==> src/rtl/srlu_ram.sv <==
`timescale 1ns / 1ps
`default_nettype none
// ----------------------------------------------------------------------------
// srlu_ram: generic single-port-write, single-port-read ram
// one write and one registered read per cycle, contents undefined at reset
// ----------------------------------------------------------------------------
module srlu_ram #(
  parameter int WIDTH = 8,
  parameter int DEPTH = 16
) (
  input  wire logic                                 clk,
  input  wire logic                                 we,
  input  wire logic [(DEPTH > 1 ? $clog2(DEPTH) : 1)-1:0] waddr,
  input  wire logic [WIDTH-1:0]                     wdata,
  input  wire logic                                 re,
  input  wire logic [(DEPTH > 1 ? $clog2(DEPTH) : 1)-1:0] raddr,
  output logic      [WIDTH-1:0]                     rdata
);

  logic [WIDTH-1:0] mem [DEPTH];

  always_ff @(posedge clk) begin
    if (we) begin
      mem[waddr] <= wdata;
    end
    if (re) begin
      rdata <= mem[raddr];
    end
  end

endmodule
`default_nettype wire

==> config.mk <==
export PLATFORM = sky130hd
export DESIGN_NAME = srlu_ram
export DESIGN_NICKNAME = d
export VERILOG_FILES = /design/src/rtl/srlu_ram.sv
export SDC_FILE = /design/constraint.sdc
export NUM_CORES = 1
export LEC_CHECK = 0
export ABC_AREA = 1
export BUFFER_PORTS_ARGS = -buffer_cell sky130_fd_sc_hd__buf_4
export CORE_ASPECT_RATIO = 2
export CORE_UTILIZATION = 40
export DETAILED_ROUTE_END_ITERATION = 10
export PLACE_DENSITY = 0.58
export REMOVE_ABC_BUFFERS = 1
export SYNTH_ARGS = -nofsm -noshare
export SYNTH_HDL_FRONTEND = slang
export SYNTH_SLANG_ARGS = --single-unit
export TNS_END_PERCENT = 20
==> constraint.sdc <==
create_clock -name clk -period 1.3 [get_ports clk]
set_input_delay 0.325 -clock clk [delete_from_list [all_inputs] [get_ports clk]]
set_output_delay 0.325 -clock clk [all_outputs]
set_load 0.02 [all_outputs]
* Word-level counts from Yosys, hierarchy flattened
Memory sizes are Yosys's and may differ from the RTL's. A register that Yosys moved wholly into a read port is not among the register bits.
Index checks and enable logic that the tools add are counted.
** Word-level totals
- Flip-flop bits (word level) :: 0
- Latch bits :: 0
- Memory bits (writable) :: 128
- Bits in read-only memories :: 0
- Input bits :: 19
- Output and inout port bits :: 8
- Memories :: 1
** Cells by class
- Add/sub/neg operators :: 0
- $mul :: 0
- Divide/modulo/power cells :: 0
- Magnitude comparators :: 0
- Eq/ne operators :: 0
- Shift operators :: 0
- Multiplexer cells :: 2
- Bitwise gates (word level) :: 0
- Reduce and logical (&&, ||, !) cells :: 0
** Memories
- mem :: depth 16, bits a word 8, read ports 1, clocked after Yosys merged registers in 1, write ports 1, line 20 : logic [WIDTH-1:0] mem [DEPTH];
** Operator list (number)
- $mux W1 :: 2

* Longest topological paths before layout
- Word-level depth :: 2
- Mapped depth :: 8

* Least setup slack after synthesis
Ideal clock, no wire load.
- Kind :: input -> register
- From :: in waddr[3] in the netlist's numbering
- To :: mem mem[4][0] (enable)
- Library setup time :: 370 ps
- Arrival :: 906 ps
- Required time :: 930 ps
- Setup slack :: 24 ps
- Stages on the path :: 2
- Path buffers :: 0
- Cells stage by stage :: nand3b_1 > nor2_1
** RTL lines
- start, declared :: line 13 : input wire logic [(DEPTH > 1 ? $clog2(DEPTH) : 1)-1:0] waddr,
- end, declared :: line 20
Straight into the memory's write port.

* Worst setup path after layout
- From :: reg rdata[1] (read register of mem)
- To :: out rdata[1]
** RTL lines
- start, declared :: line 17 : output logic [WIDTH-1:0] rdata
No word-level cell between the ends.

==> results.tsv <==
stage	metric	value	unit
timing	finalCriticalPeriod	1.290	ns
worst_hold_path	min_path_type	in2reg	
critical_path	crit_chain	buf_6	
synthesis	synth_area_leaders	edfxtp_1, nand2_1, nand3_1	
power	leakagePower	3.060	nW
synthesis	ys_seq_elements	136	
die	die_h	173.0	um
timing	hold_viol_final	0	
route	dr_total_vias	3830	
synthesis	synth.avg_cell_area	10.61	um^2
timing	drv_slew	0	
synthesis	netlist_area	5847	um^2
timing	setup_viol	0	
critical_path	cp.required	0.98	ns
synthesis	ys.warnings.count	0	
clock_network	cts_root_buf	clkbuf_16	
layout	stdcell_area	7104	um^2
global_routing	first_global_vias	3990	
route	viasPerCell	4.723	
clock_network	numCtsBuffers	17	
critical_path	critPathSlowestCell	edfxtp_1	
die	fp-row-count	62	
placement	gp_congestion	0.8027	
layout	num-fill-cells	1293	
route	drc	0	
timing	skew	0.01229	ns
global_routing	track_usage	19.11	%
timing	rsz0062_at_grt	yes	
route	drt_first_pass_iters	5	
power	p_per_area	1501	nW/um^2
layout	n_antenna_cell	0	
critical_path	critPathLaunchType	flop	
clock_network	clk_latency	0.41	ns
layout	seqCellArea	4084	um^2
placement	dp_hpwl	8690	um
die	initial_core_util	40.74	%
route	wire_per_inst	15.94	um
clock_network	clk_pin_slew_worst_paths	0.06	ns
power	power.total	10.67	mW
placement	io_buffers	26	
critical_path	critPathCaptureType	output port	
global_routing	grt_pass1_wl	20500	um
critical_path	path_class	reg2out	
clock_network	cts.sink_count	136	
timing	worstMarginPinSlew	0.3561	ns
power	peakVddDrop	878.3	uV
route	detail-route-antenna-nets	0	
clock_network	postCtsSetupBuffers	0	
timing	relSlewSlack	76.17	%
layout	drive_gt1_share	14.86	%
route	drtIter0Drc	196	
layout	synthToLayoutAreaGrowth	21.51	%
run_status	status	completed	
clock_network	htreeDepth	4	
critical_path	critPathMaxFanout	1	
critical_path	reg2reg_slack	0.22	ns
timing	max_freq	0.7750	GHz
synthesis	ys_types	11	
run	drv_cap	0	
global_routing	grt_start_max_net_pins	44	
global_routing	antenna_found_initial	0	
synthesis	syn-instance-count	551	
layout	multiInputGateArea	1214	um^2
timing	fin_ws	0.009759	ns
critical_path	crit_arrival	0.97	ns
placement	pre_cts_ws	-0.2197	ns
critical_path	crit_family	flip-flops	
synthesis	seq_area_frac_synth	69.85	%
die	dieArea	15130	um^2
route	finalWirelength	12930	um
synthesis	synth_top_area_cell	edfxtp_1	
die	io_pins	27	
clock_network	clk_path_buf_depth	2	
placement	post_dp_cell_area	6446	um^2
synthesis	synth_top_area_share	69.85	%
timing	finalCritPeriodShare	99.25	%
die	coreArea	14350	um^2
clock_network	cts_tree	built	
die	dieWidth	87.49	um
global_routing	grt_overflow	0	
layout	nets	625	
critical_path	crit_buf_inv	1	
critical_path	crit_path_max_incr_delay	0.40	ns
-- through the flow --
| step | hold slack, ns | TNS [ns] | util (%) | instances |
|---|---|---|---|---|
| floorplan | 0.4239 | -1.109 | - | 527 |
| global placement | 0.6370 | -4.672 | 44.92 | 779 |
| detailed placement | 0.6358 | -6.081 | 44.92 | 779 |
| CTS | 0.1932 | -0.08527 | 49.42 | 811 |
| global route | 0.1891 | -0.1592 | 49.50 | 811 |
| finish | 0.2113 | 0 | 49.50 | 811 |
-- sequential cells by signal, indices dropped and copies added (netlist names) --
name	cells
mem	128
rdata	8
-- metal layers --
layer / share of wire (%) / track usage (%) / up-vias
met3: 4.1 / 4.582 / 29
met4: 4.4 / 12.64 / 0
met1: 37 / 19.94 / 1795
li1: - / - / 1884
met5: 0 / 0 / -
met2: 55 / 33.04 / 122
-- layout make-up --
type / count / area share [%]
well taps: 192 / 3.381
flip-flops and latches: 136 / 57.49
inverters: 102 / 5.389
multi-input cells: 289 / 17.08
repair buffers: 60 / 7.820
clock inverters: 14 / 2.800
clock buffers: 18 / 6.041
-- kinds of logic (layout without fill, tap and decap cells) --
| logic type | Yosys count | after routing | synth area share, % |
|---|---|---|---|
| simple gates | 289 | 289 | 20.76 |
| flops | 136 | 136 | 69.85 |
| buf+inv | 126 | 194 | 9.394 |
-- report_power, final --
part | internal (mW) | total, mW | leakage [nW] | switching (mW)
registers | 4.94 | 4.97 | 1.24 | 0.0287
logic | 0.251 | 0.685 | 1.53 | 0.435
clock network | 3.22 | 5.01 | 0.295 | 1.79
total | 8.41 | 10.7 | 3.06 | 2.25
-- cell usage after synthesis, drive strengths merged --
cell type and n:
edfxtp 136, nand3 97, buf 24, nor2 17
nand3b 2, inv 102, nand2 173
-- placed cells by master (no fill, tap or decap) --
cell type / instances
nand3_1: 97
clkinv_1: 1
buf_12: 6
clkbuf_1: 1
nor2_1: 17
clkinvlp_4: 3
nand2_1: 173
edfxtp_1: 136
clkinv_4: 4
buf_4: 46
nand3b_1: 2
buf_6: 8
inv_6: 2
inv_1: 100
inv_2: 2
bufinv_16: 4
clkbuf_16: 17
-- final timing paths --
path,cells past startpoint,end,from
max,1,rdata[1],rdata[1]
max reg2reg,6,rdata[6],mem[2][6]
min,1,rdata[3],re
min reg2reg,6,rdata[5],mem[10][5]
-- repair_timing --
item | in CTS | in global routing
hold buffers | 0 | 0
endpoints found under the hold margin | 0 | 0
setup endpoints to repair | 5 | 8
gates cloned | 0 | 0
resized for setup | 5 | 3
Note: power is estimated with default switching activity, not from simulation.
